File: config.mk
export PLATFORM = sky130hd
export DESIGN_NAME = mer_front
export DESIGN_NICKNAME = d
export VERILOG_FILES = /design/src/hw/rtl/mer_pkg.sv /design/src/hw/rtl/mer_front.sv
export SDC_FILE = /design/constraint.sdc
export NUM_CORES = 1
export LEC_CHECK = 0
export BUFFER_PORTS_ARGS = -buffer_cell sky130_fd_sc_hd__buf_2
export CORE_MARGIN = 4
export CORE_UTILIZATION = 43
export DETAILED_ROUTE_END_ITERATION = 10
export PLACE_DENSITY = 0.87
export SLEW_MARGIN = 0
export SYNTH_ARGS = -nofsm -noshare
export SYNTH_HDL_FRONTEND = slang
export SYNTH_SLANG_ARGS = --single-unit
File: constraint.sdc
create_clock -name clk -period 2.15 [get_ports clk]
set_input_delay 0.215 -clock clk [delete_from_list [all_inputs] [get_ports clk]]
set_output_delay 0.215 -clock clk [all_outputs]
set_load 0.05 [all_outputs]
File: src/hw/rtl/mer_pkg.sv
`default_nettype none

package mer_pkg;

  // Default field widths
  localparam int RADIUS_BITS_DEF = 10;
  localparam int CENTRE_BITS_DEF = 11;

  // Fixed result and arithmetic widths
  localparam int PIX_W       = 13;
  localparam int DEC_W       = 48;
  localparam int OUT_TDATA_W = 32;

  // Entries in the queue between front and back end
  localparam int Q_DEPTH = 2;

  typedef enum logic {
    KIND_START = 1'b0,
    KIND_STEP  = 1'b1
  } kind_t;

  typedef enum logic [3:0] {
    BK_IDLE,
    BK_SQ,
    BK_QMUL,
    BK_QACC,
    BK_SINIT,
    BK_UPD,
    BK_DEC,
    BK_SU0,
    BK_MUL,
    BK_MACC,
    BK_EMIT
  } bk_state_t;

endpackage

`default_nettype wire

File: src/hw/rtl/mer_front.sv
`default_nettype none

module mer_front #(
  parameter int RADIUS_BITS = mer_pkg::RADIUS_BITS_DEF,
  parameter int CENTRE_BITS = mer_pkg::CENTRE_BITS_DEF
) (
  input  logic                                 clk,
  input  logic                                 rst_n,
  input  logic                                 in_valid,
  output logic                                 in_ready,
  input  logic                                 in_op,
  input  logic [RADIUS_BITS-1:0]               in_rx,
  input  logic [RADIUS_BITS-1:0]               in_ry,
  input  logic [CENTRE_BITS-1:0]               in_cx,
  input  logic [CENTRE_BITS-1:0]               in_cy,
  output logic                                 f_valid,
  input  logic                                 f_ready,
  output logic [2*RADIUS_BITS+2*CENTRE_BITS:0] f_data
);
  import mer_pkg::*;

  localparam int EW = 2*RADIUS_BITS + 2*CENTRE_BITS + 1;

  logic          fv_r, fv_nxt;
  logic [EW-1:0] fd_r, fd_nxt;
  kind_t         kind;

  // Tag the item as start or step
  assign kind = in_op ? KIND_STEP : KIND_START;

  assign in_ready = !fv_r || f_ready;

  always_comb begin
    fv_nxt = fv_r;
    fd_nxt = fd_r;
    if (in_ready) begin
      fv_nxt = in_valid;
      fd_nxt = {in_cy, in_cx, in_ry, in_rx, kind};
    end
  end

  always_ff @(posedge clk) begin
    if (!rst_n) begin
      fv_r <= 1'b0;
    end else begin
      fv_r <= fv_nxt;
    end
  end

  always_ff @(posedge clk) begin
    fd_r <= fd_nxt;
  end

  assign f_valid = fv_r;
  assign f_data  = fd_r;

endmodule

`default_nettype wire

==> results.sh <==
export IMPL_hold_viol=0
export IMPL_gr_total_overflow=0
export IMPL_ys_warn_count=0
export IMPL_synth_seq_cells=44
export IMPL_critPathTopFamily="simple AND/OR/NAND/NOR gates"
export IMPL_setup_tns_ns=0
export IMPL_cap_violations=0
export IMPL_power_mw=1.72
export IMPL_wire_per_inst_um=14.0
export IMPL_cts_tree="built"
export IMPL_grt_max_degree=46
export IMPL_crit_path_end_kind="output pin"
export IMPL_critPathKind="reg2out"
export IMPL_dr_pass1_iters=2
export IMPL_synth_edf_count=43
export IMPL_startpoint_type="register"
export IMPL_fin_skew_ns=0.00837
export IMPL_final_nets=198
export IMPL_critPathMaxStageDelay_ns=0.44
export IMPL_p_leak_nw=0.887
export IMPL_max_slew_worst_pin_slew_ns=0.571
export IMPL_syn_cell_area_sq_um=1340
export IMPL_portBuffers=91
export IMPL_ir_drop_v=0.000598
export IMPL_yosysTopAreaCell="edfxtp_1"
export IMPL_layout_min_cycle_time_ns=1.72
export IMPL_core_area_sq_um=2880
export IMPL_critPathRequiredTime_ns=1.93
export IMPL_startpoint="f_valid"
export IMPL_slew_viol_final=0
export IMPL_antenna_cells=0
export IMPL_fmax_ghz=0.580
export IMPL_synth_nets=94
export IMPL_via_per_inst=4.29
export IMPL_ys_types=5
export IMPL_die_x_um=63.8
export IMPL_insertion_delay_ns=0.34
export IMPL_die_h_um=63.8
export IMPL_grt_antenna_before_repair=0
export IMPL_vias=832
export IMPL_clk_path_buf_depth=2
export IMPL_synth_area_leaders="edfxtp_1, dfxtp_1, nand2b_4, a21boi_2, inv_1"
export IMPL_globalplace_congestion=0.643
export IMPL_io_pin_count=92
export IMPL_grt_pass1_vias=878
export IMPL_p_per_area_nw_per_um2=876
export IMPL_yosys_top_cells_count="edfxtp_1, a21boi_2, dfxtp_1, inv_1, nand2b_4"
export IMPL_initial_core_util_pct=46.6
export IMPL_syn_avg_cell_area_sq_um=28.5
export IMPL_drtIter0Drc=13
export IMPL_rows=19
export IMPL_async_flop_share_pct=0
export IMPL_path_cells="nand2b_4, buf_2"
export IMPL_outcome="finished clean"
export IMPL_cts_htree_levels=2
export IMPL_crit_arrival_ns=1.51
export IMPL_root_buffer="clkbuf_4"
export IMPL_critical_path_buf_inv_count=1
export IMPL_min_period_over_period_pct=80.2
export IMPL_crit_path_max_fanout=45
export IMPL_rsz0062_at_grt="false"
export IMPL_route_detailed_drc=0
export IMPL_cts_made_buffers=5
export IMPL_rrSetupSlack_ns=0.99
export IMPL_final_layout_size_suffix_gt1_share_pct=66.4
export IMPL_hpwl_um=1970
export IMPL_detail_route_antenna_nets=0
export IMPL_syn_to_final_growth_pct=46.6
export IMPL_grt_usage_pct=13.6
export IMPL_regToRegStartpoint="f_valid"
export IMPL_cts_setup_buffers=0
export IMPL_netlist_instances=47
export IMPL_worst_path_max_delay_cell="nand2b_4"
export IMPL_yosysSeqAreaShare_pct=97.9
export IMPL_die_area_sq_um=4070
export IMPL_routed_wl_um=2710
export IMPL_path_clk_slew_ns=0.12
export IMPL_maxSlewHeadroom_pct=61.9
export IMPL_grt_pass1_wl_um=4080
export IMPL_hold_start="in_rx[5]"
export IMPL_clock_sinks=44
export IMPL_synth_main_ff_cell="edfxtp_1"
export IMPL_yosysMostFrequentCell="edfxtp_1"
export IMPL_yosys_area_top_type_share_pct=96.4
export IMPL_min_path_type="in2reg"
export IMPL_setup_violations=0
==> timing repair <==
action                                 4_1_cts  5_1_grt
endpoints found under the hold margin        0        6
gates resized for setup                      0        0
hold buffers                                 0        6
==> metrics by stage <==
stage | hold WS, ns | utilization [%] | area, sq um | std cells | worst slack (ns)
CTS | 0.0148 | 66.2 | 1900 | 188 | 0.383
global placement | 0.391 | 64.2 | 1850 | 180 | 0.822
global route | 0.00340 | 68.3 | 1960 | 194 | 0.284
detailed placement | 0.393 | 64.2 | 1850 | 180 | 0.780
finish | 0.0329 | 68.3 | 1960 | 194 | 0.425
floorplan | 0.314 | - | 1340 | 47 | 0.652
==> power breakdown <==
group	leakage (nW)	total (mW)	internal [mW]	switching, mW
Sequential	0.454	1.02	1.01	0.0130
Combinational	0.399	0.330	0.0761	0.254
Clock	0.0349	0.374	0.126	0.248
==> kinds of logic after synthesis <==
group | after synthesis | synth area share [%]
AO/OA/AOI/OAI | 1 | 0.840
flip-flops | 44 | 97.9
buffers and inverters | 1 | 0.280
AND/OR/NAND/NOR | 1 | 1.03
==> sequential cells by signal, indices dropped and copies added (netlist names) <==
| name | count |
|---|---|
| f_data | 43 |
| f_valid | 1 |
==> final cells by class <==
class / instances / area (sq um)
multi-input combinational: 2 / 25.0
timing repair buffer: 97 / 515
inverter: 1 / 3.75
fill: 188 / 912
sequential: 44 / 1310
tap: 42 / 52.6
clock inverter: 3 / 18.8
clock buffer: 5 / 37.5
==> cells in the final DEF (no fill, tap or decap) <==
cell type      count
clkbuf_4           5
nand2b_4           1
dfxtp_1            1
a21boi_2           1
clkinv_4           1
clkinv_2           2
buf_2             91
dlygate4sd3_1      6
inv_1              1
edfxtp_1          43
==> path summary, 6_finish.rpt <==
| check | cells past startpoint | endpoint |
|---|---|---|
| hold reg to reg | 2 | f_valid |
| hold / removal | 1 | f_data[6] |
| setup / recovery | 2 | in_ready |
| setup reg to reg | 1 | f_data[21] |
==> metal layers <==
layer	track usage, %	share of wire [%]	up-vias
li1	-	-	395
met1	11.9	31	362
met2	21.0	46	68
met3	12.3	21	7
met4	7.28	2.2	0
met5	0	0	-
Power figures use the tool's default switching activity.
