## src/hw/rtl/mer_pkg.sv

```systemverilog
`default_nettype none

package mer_pkg;

  // Default field widths
  localparam int RADIUS_BITS_DEF = 10;
  localparam int CENTRE_BITS_DEF = 11;

  // Fixed result and arithmetic widths
  localparam int PIX_W       = 13;
  localparam int DEC_W       = 48;
  localparam int OUT_TDATA_W = 32;

  // Entries in the queue between front and back end
  localparam int Q_DEPTH = 2;

  typedef enum logic {
    KIND_START = 1'b0,
    KIND_STEP  = 1'b1
  } kind_t;

  typedef enum logic [3:0] {
    BK_IDLE,
    BK_SQ,
    BK_QMUL,
    BK_QACC,
    BK_SINIT,
    BK_UPD,
    BK_DEC,
    BK_SU0,
    BK_MUL,
    BK_MACC,
    BK_EMIT
  } bk_state_t;

endpackage

`default_nettype wire

```

## src/hw/rtl/mer_queue.sv

```systemverilog
`default_nettype none

module mer_queue #(
  parameter int WIDTH = 2*mer_pkg::RADIUS_BITS_DEF + 2*mer_pkg::CENTRE_BITS_DEF + 1
) (
  input  logic             clk,
  input  logic             rst_n,
  input  logic             s_valid,
  output logic             s_ready,
  input  logic [WIDTH-1:0] s_data,
  output logic             m_valid,
  input  logic             m_pop,
  output logic [WIDTH-1:0] m_data
);
  import mer_pkg::*;

  localparam int PTRW = (Q_DEPTH > 1) ? $clog2(Q_DEPTH) : 1;
  localparam int CNTW = $clog2(Q_DEPTH + 1);

  logic [WIDTH-1:0] mem [Q_DEPTH];
  logic [PTRW-1:0]  wr_ptr_r, wr_ptr_nxt, rd_ptr_r, rd_ptr_nxt;
  logic [CNTW-1:0]  cnt_r, cnt_nxt;
  logic             push, pop;

  assign s_ready = (cnt_r != CNTW'(Q_DEPTH));
  assign m_valid = (cnt_r != '0);
  assign push    = s_valid && s_ready;
  assign pop     = m_pop && m_valid;
  assign m_data  = mem[rd_ptr_r];

  always_comb begin
    wr_ptr_nxt = wr_ptr_r;
    rd_ptr_nxt = rd_ptr_r;
    cnt_nxt    = cnt_r;
    if (push) begin
      wr_ptr_nxt = (wr_ptr_r == PTRW'(Q_DEPTH - 1)) ? '0 : wr_ptr_r + PTRW'(1);
    end
    if (pop) begin
      rd_ptr_nxt = (rd_ptr_r == PTRW'(Q_DEPTH - 1)) ? '0 : rd_ptr_r + PTRW'(1);
    end
    if (push && !pop) begin
      cnt_nxt = cnt_r + CNTW'(1);
    end else if (pop && !push) begin
      cnt_nxt = cnt_r - CNTW'(1);
    end
  end

  always_ff @(posedge clk) begin
    if (!rst_n) begin
      wr_ptr_r <= '0;
      rd_ptr_r <= '0;
      cnt_r    <= '0;
    end else begin
      wr_ptr_r <= wr_ptr_nxt;
      rd_ptr_r <= rd_ptr_nxt;
      cnt_r    <= cnt_nxt;
    end
  end

  always_ff @(posedge clk) begin
    if (push) begin
      mem[wr_ptr_r] <= s_data;
    end
  end

endmodule

`default_nettype wire

```

## config.mk

```make
export PLATFORM = sky130hd
export DESIGN_NAME = mer_queue
export DESIGN_NICKNAME = d
export VERILOG_FILES = /design/src/hw/rtl/mer_pkg.sv /design/src/hw/rtl/mer_queue.sv
export SDC_FILE = /design/constraint.sdc
export NUM_CORES = 1
export LEC_CHECK = 0
export BUFFER_PORTS_ARGS = -buffer_cell sky130_fd_sc_hd__buf_2
export CAP_MARGIN = 40
export CORE_MARGIN = 3
export CORE_UTILIZATION = 31
export CTS_CLUSTER_DIAMETER = 40
export DETAILED_ROUTE_END_ITERATION = 10
export SYNTH_ARGS = -nofsm -noshare
export SYNTH_HDL_FRONTEND = slang
export SYNTH_SLANG_ARGS = --single-unit
```

## constraint.sdc

```tcl
create_clock -name clk -period 6.8 [get_ports clk]
set_clock_uncertainty 0.2 [all_clocks]
set_input_delay 0.68 -clock clk [delete_from_list [all_inputs] [get_ports clk]]
set_output_delay 0.68 -clock clk [all_outputs]
set_load 0.02 [all_outputs]
```

==> results_dict.tcl, run 1 <==
set metrics [dict create \
    synth_compound_area_frac 0.0105 \
    fin_crit_sh 0.374 \
    grt_usage 0.0968 \
    yosysMostFrequentCell "edfxtp_1" \
    via_count 1700 \
    max_freq_mhz 393 \
    min_period_ps 2540 \
    p_clk_frac 0.205 \
    grt_pass1_wl_um 8490 \
    grt_pass1_vias 1771 \
    yosys.area_share.simple 0.0195 \
    clk_pin_slew_ps 90 \
    synth_nets 206 \
    cp_slowest_cell "dfxtp_2" \
    start_util 0.321 \
    startpoint_type "flop" \
    synth_area_leaders "edfxtp_1 77%, mux2_2 14%, dfxtp_1 3.0%" \
    overflow 0 \
    p_switching_w 0.000456 \
    max-vdd-ir-drop_mv 0.167 \
    nets 306 \
    cp.required_ps 5920 \
    arrival_ps 1660 \
    synth_fa_ha_area_frac 0.00374 \
    p_leak_nw 1.53 \
    synth_mux_area_frac 0.145 \
    wl_um 5670 \
    yosysWarnings 0 \
    worst_path_largest_cell_delay_ps 480 \
    diodes 0 \
    clock-root-buffer "clkbuf_8" \
    power_w 0.00148 \
    placementRows 37 \
    grt_max_degree 36 \
    h-tree-depth 3 \
    cap_violations 0 \
    clock_sinks 91 \
    dp_hpwl_um 3730 \
    cts_buffer_depth 2 \
    via_per_inst 4.26 \
    finalHoldViolCount 0 \
    critPathTopFamily "flip-flops" \
    synth_top_cell_area_share 0.772 \
    p_int_w 0.00102 \
    dieArea_um2 12100 \
    insertion_delay_ps 340 \
    drv_slew 0 \
    seq_area_um2 2680 \
    tns_ps 0 \
    synth.cell_area_um2 3340 \
    critPathBufInv 2 \
    io_buffers 91 \
    ios 92 \
    synthCells 158 \
    syn_to_final_growth_pct 24.3 \
    synth.distinct_cells 20 \
    fin_util 0.399 \
    cts_tree "yes" \
    avgSynthCellArea_um2 21.2 \
    fill_cells 998 \
    synth_edf_count 86 \
    setup_viol 0 \
    seqPwrFrac 0.494 \
    cts_resized 0 \
    hold_path.class "in -> reg" \
    synth_top_family_by_area "multiplexers" \
    antenna_found_initial 0 \
    crit_chain "buf_12 -> mux2_2 -> buf_2" \
    cts_hold_buf 0 \
    yosys.area.top_type "edfxtp_1" \
    die_height_um 110 \
    route.detailed.drc 0 \
    wl_per_cell_um 14.2 \
    gp_congestion 0.617 \
    ys_seq_area_frac 0.802 \
    crit_type "reg -> out" \
    power.density_nw_per_um2 355 \
    tightest_slew_ps 587 \
    first_pass_iters 3 \
    sw_frac_of_total 0.309 \
    numCtsBuffers 9 \
    comb_power_share 0.301 \
    layout-drive-gt1-share 0.597 \
    multi_input_area_um2 624 \
    synth_xor_area_frac 0.00786 \
    drt_iter0_markers 59 \
    path_max_fanout 35 \
    ys_top_cells_by_count "86 x edfxtp_1, 43 x mux2_2, 5 x dfxtp_1" \
    end_kind "output pin" \
    status "finished, final reports clean" \
    fp.dieW_um 110 \
    async_reset_ff_frac 0 \
    grt_setup_unrepaired "false" \
    ys_seq_elements 91 \
    detail-route-antenna-nets 0 \
    slew_headroom 0.609 \
    ys.flop_type "edfxtp_1" \
    core_um2 10400 \
    post_cts_buffers 0 \
]
==> metal layers <==
layer,vias to the layer above,global-route usage,part of all wire
li1,815,-,-
met1,824,0.109,0.41
met2,53,0.161,0.50
met3,8,0.0270,0.065
met4,0,0.0614,0.019
met5,-,0,0
==> state kept, by name, summed over array words and instances, names as in the netlist, named ones only <==
signal and cells:
mem 86, cnt_r 2, rd_ptr_r 1, wr_ptr_r 1
==> layout by cell type, fill, tap and decap left out, drive strengths merged <==
cell	netlist	routed
and2	4	4
mux2	43	43
and3	1	1
ha	1	1
clkinv	0	6
xor2	1	1
nand3b	1	1
a21boi	2	2
or3	1	1
or2	1	1
xnor2	2	2
clkinvlp	0	1
inv	1	1
a21bo	1	1
nand2b	1	1
clkbuf	0	9
o21ai	2	2
edfxtp	86	86
dfxtp	5	5
buf	5	94
==> final timing paths <==
check,startpoint,to,slack (ps),depth (start not counted)
worst max-delay path,flop,m_data[22],4260,3
worst min-delay path,s_data[31],mem[1][31],310,1
worst max register to register,cnt_r[0],mem[1][41],4840,3
worst min register to register,cnt_r[1],cnt_r[1],370,2
==> stage by stage <==
stage	cells	hold WS, ps	setup slack (ps)	instance area, µm²
floorplan	158	312	4430	3340
global placement	380	335	4240	3940
detailed placement	383	354	4600	4000
CTS	399	285	4190	4160
global route	399	288	4150	4160
finish	399	312	4260	4160
==> cell type report <==
cell class | count | area share
clock buffer | 9 | 0.0298
clock inverter | 7 | 0.00843
timing repair buffer | 94 | 0.124
multi-input combinational | 61 | 0.150
sequential | 91 | 0.646
tap | 136 | 0.0409
inverter | 1 | 0.000903
==> kinds of logic (layout without fill, tap and decap cells) <==
kind of cell,count (synthesis),after routing
and+or+nand+nor,9,9
buffers and inverters,6,111
DFF,91,91
AOI/OAI and AO/OA,5,5
muxes,43,43
xor gates and xnor gates,3,3
adders and majority gates,1,1
==> power by group through the flow <==
stage	clock network, W	logic [W]	registers, W
2_1_floorplan	0	0.000321	0.000730
3_3_place_gp	0	0.000405	0.000770
3_5_place_dp	0	0.000455	0.000743
4_1_cts	0.000322	0.000457	0.000731
5_1_grt	0.000344	0.000482	0.000738
6_report	0.000303	0.000444	0.000729
(Power assumes the default switching activity.)
==> run 2, diff against run 1 <==
Clock period 6.8 ns to 2.42 ns, I/O delays scaled along.
==> run 2 against run 1 <==
  * Cell count up 11%
  * First-iteration DRC count down 3.4%
  * Highest routed layer unchanged
  * Largest cell class unchanged
  * Flip-flop and latch count unchanged
  * Clock power rose to 3.8 times the previous value
  * Utilization up 4.9 points
  * Combinational power rose to 3.0 times the previous value
  * Sequential share of layout area down 7.1 points
  * Non-clock buffer count up 44
  * Routed wire length up 4.0%
==> results_dict.tcl, run 2 (synthesis gave the netlist of run 1 again) <==
set metrics [dict create \
    hold_path.class "in -> reg" \
    antenna_found_initial 0 \
    multi_input_area_um2 624 \
    nets 350 \
    min_period_ps 1930 \
    cts_buffer_depth 2 \
    rrSetupSlack_ps 590 \
    insertion_delay_ps 340 \
    route.detailed.drc 0 \
    status "finished, final reports clean" \
    diodes 0 \
    syn_to_final_growth_pct 39.7 \
    mostFrequentLayoutCells "91 x buf_2, 86 x edfxtp_1, 44 x dlygate4sd3_1" \
    tns_ps 0 \
    wl_per_cell_um 13.3 \
    reg_top3 "mem x86, cnt_r x2" \
    die_height_um 110 \
    fp.dieW_um 110 \
    grt_setup_unrepaired "false" \
    gp_congestion 0.631 \
    clock_sinks 91 \
    cts_tree "yes" \
    numCtsBuffers 9 \
    dpl.cell_count 383 \
    crit_chain "buf_12 -> mux2_2 -> buf_2" \
    max_freq_mhz 518 \
    cap_violations 0 \
    grt_pass1_wl_um 8910 \
    tightest_slew_ps 386 \
    clk_pin_slew_ps 80 \
    via_per_inst 4.21 \
    largest_register_ffs 86 \
    cp.required_ps 1980 \
    largest-register "mem" \
    start_util 0.321 \
    placementRows 37 \
    layout_commonest_cell "buf_2" \
    post_cts_buffers 0 \
    worst_path_largest_cell_delay_ps 380 \
    grt_pass1_vias 1890 \
    clock-root-buffer "clkbuf_8" \
    final_cells 443 \
    arrival_ps 1490 \
    dieArea_um2 12100 \
    setup_viol 0 \
    detail-route-antenna-nets 0 \
    core_um2 10400 \
    dp_hpwl_um 3660 \
    path_max_fanout 43 \
    crit_type "reg -> out" \
    fill_cells 926 \
    finalHoldViolCount 0 \
    p_leak_nw 1.74 \
    grt_max_degree 44 \
    first_pass_iters 4 \
    via_count 1863 \
    cp_slowest_cell "mux2_2" \
    startpoint_type "flop" \
    grt_usage 0.101 \
    max-vdd-ir-drop_mv 0.478 \
    drv_slew 0 \
    io_buffers 91 \
    layout-drive-gt1-share 0.508 \
    wl_um 5890 \
    fin_crit_sh 0.798 \
    end_kind "output pin" \
    ios 92 \
    h-tree-depth 3 \
    overflow 0 \
    slew_headroom 0.742 \
    drt_iter0_markers 57 \
    power.density_nw_per_um2 968 \
    seq_area_um2 2680 \
]
run 2: path summary, 6_finish.rpt:
path                                   end  depth (start not counted)  startpoint
worst min-delay path              wr_ptr_r                          3     s_valid
worst max register to register  mem[0][37]                          4    cnt_r[0]
worst max-delay path            m_data[22]                          3        flop
worst min register to register    cnt_r[1]                          2    cnt_r[1]
run 2: final cells by class:
type,count,share of cell area
flip-flops and latches,91,0.575
well taps,136,0.0364
clock buffers,11,0.0281
clock inverters,5,0.0217
multi-input cells,61,0.134
inverters,1,0.000804
repair buffers,138,0.205
run 2: timing repair:
item,in CTS,in global routing
hold endpoints to repair,91,0
resized for setup,0,0
hold buffers,44,0
run 2: metal layers:
| metal | GRT usage | part of all wire | up-vias |
|---|---|---|---|
| met1 | 0.111 | 0.43 | 904 |
| met5 | 0 | 0 | - |
| met4 | 0.0347 | 0.011 | 0 |
| met3 | 0.0417 | 0.059 | 5 |
| li1 | - | - | 904 |
| met2 | 0.173 | 0.50 | 50 |
run 2: through the flow:
| stage | hold slack (ps) | worst slack [ps] | total power (W) | util | cell area, µm² |
|---|---|---|---|---|---|
| final | 38.4 | 490 | 0.00452 | 0.448 | 4670 |
| after global placement | 232 | 649 | 0.00335 | 0.384 | 4000 |
| after CTS | 5.63 | 441 | 0.00460 | 0.448 | 4670 |
| after global routing | 45.6 | 403 | 0.00476 | 0.448 | 4670 |
| after floorplan | 141 | 131 | 0.00295 | - | 3340 |
| after detailed placement | 234 | 599 | 0.00337 | 0.384 | 4000 |
run 2: worst max-delay path, delay by kind of cell (launching register included):
kind / cells / cell delay (ps)
buffers and inverters: 2 / 410
flip-flops: 1 / 340
multiplexers: 1 / 380
run 2: where the power goes:
part           switching, W  internal, W
Clock              0.000479     0.000684
Combinational      0.000744     0.000589
Sequential        0.0000614      0.00197
Total               0.00128      0.00324
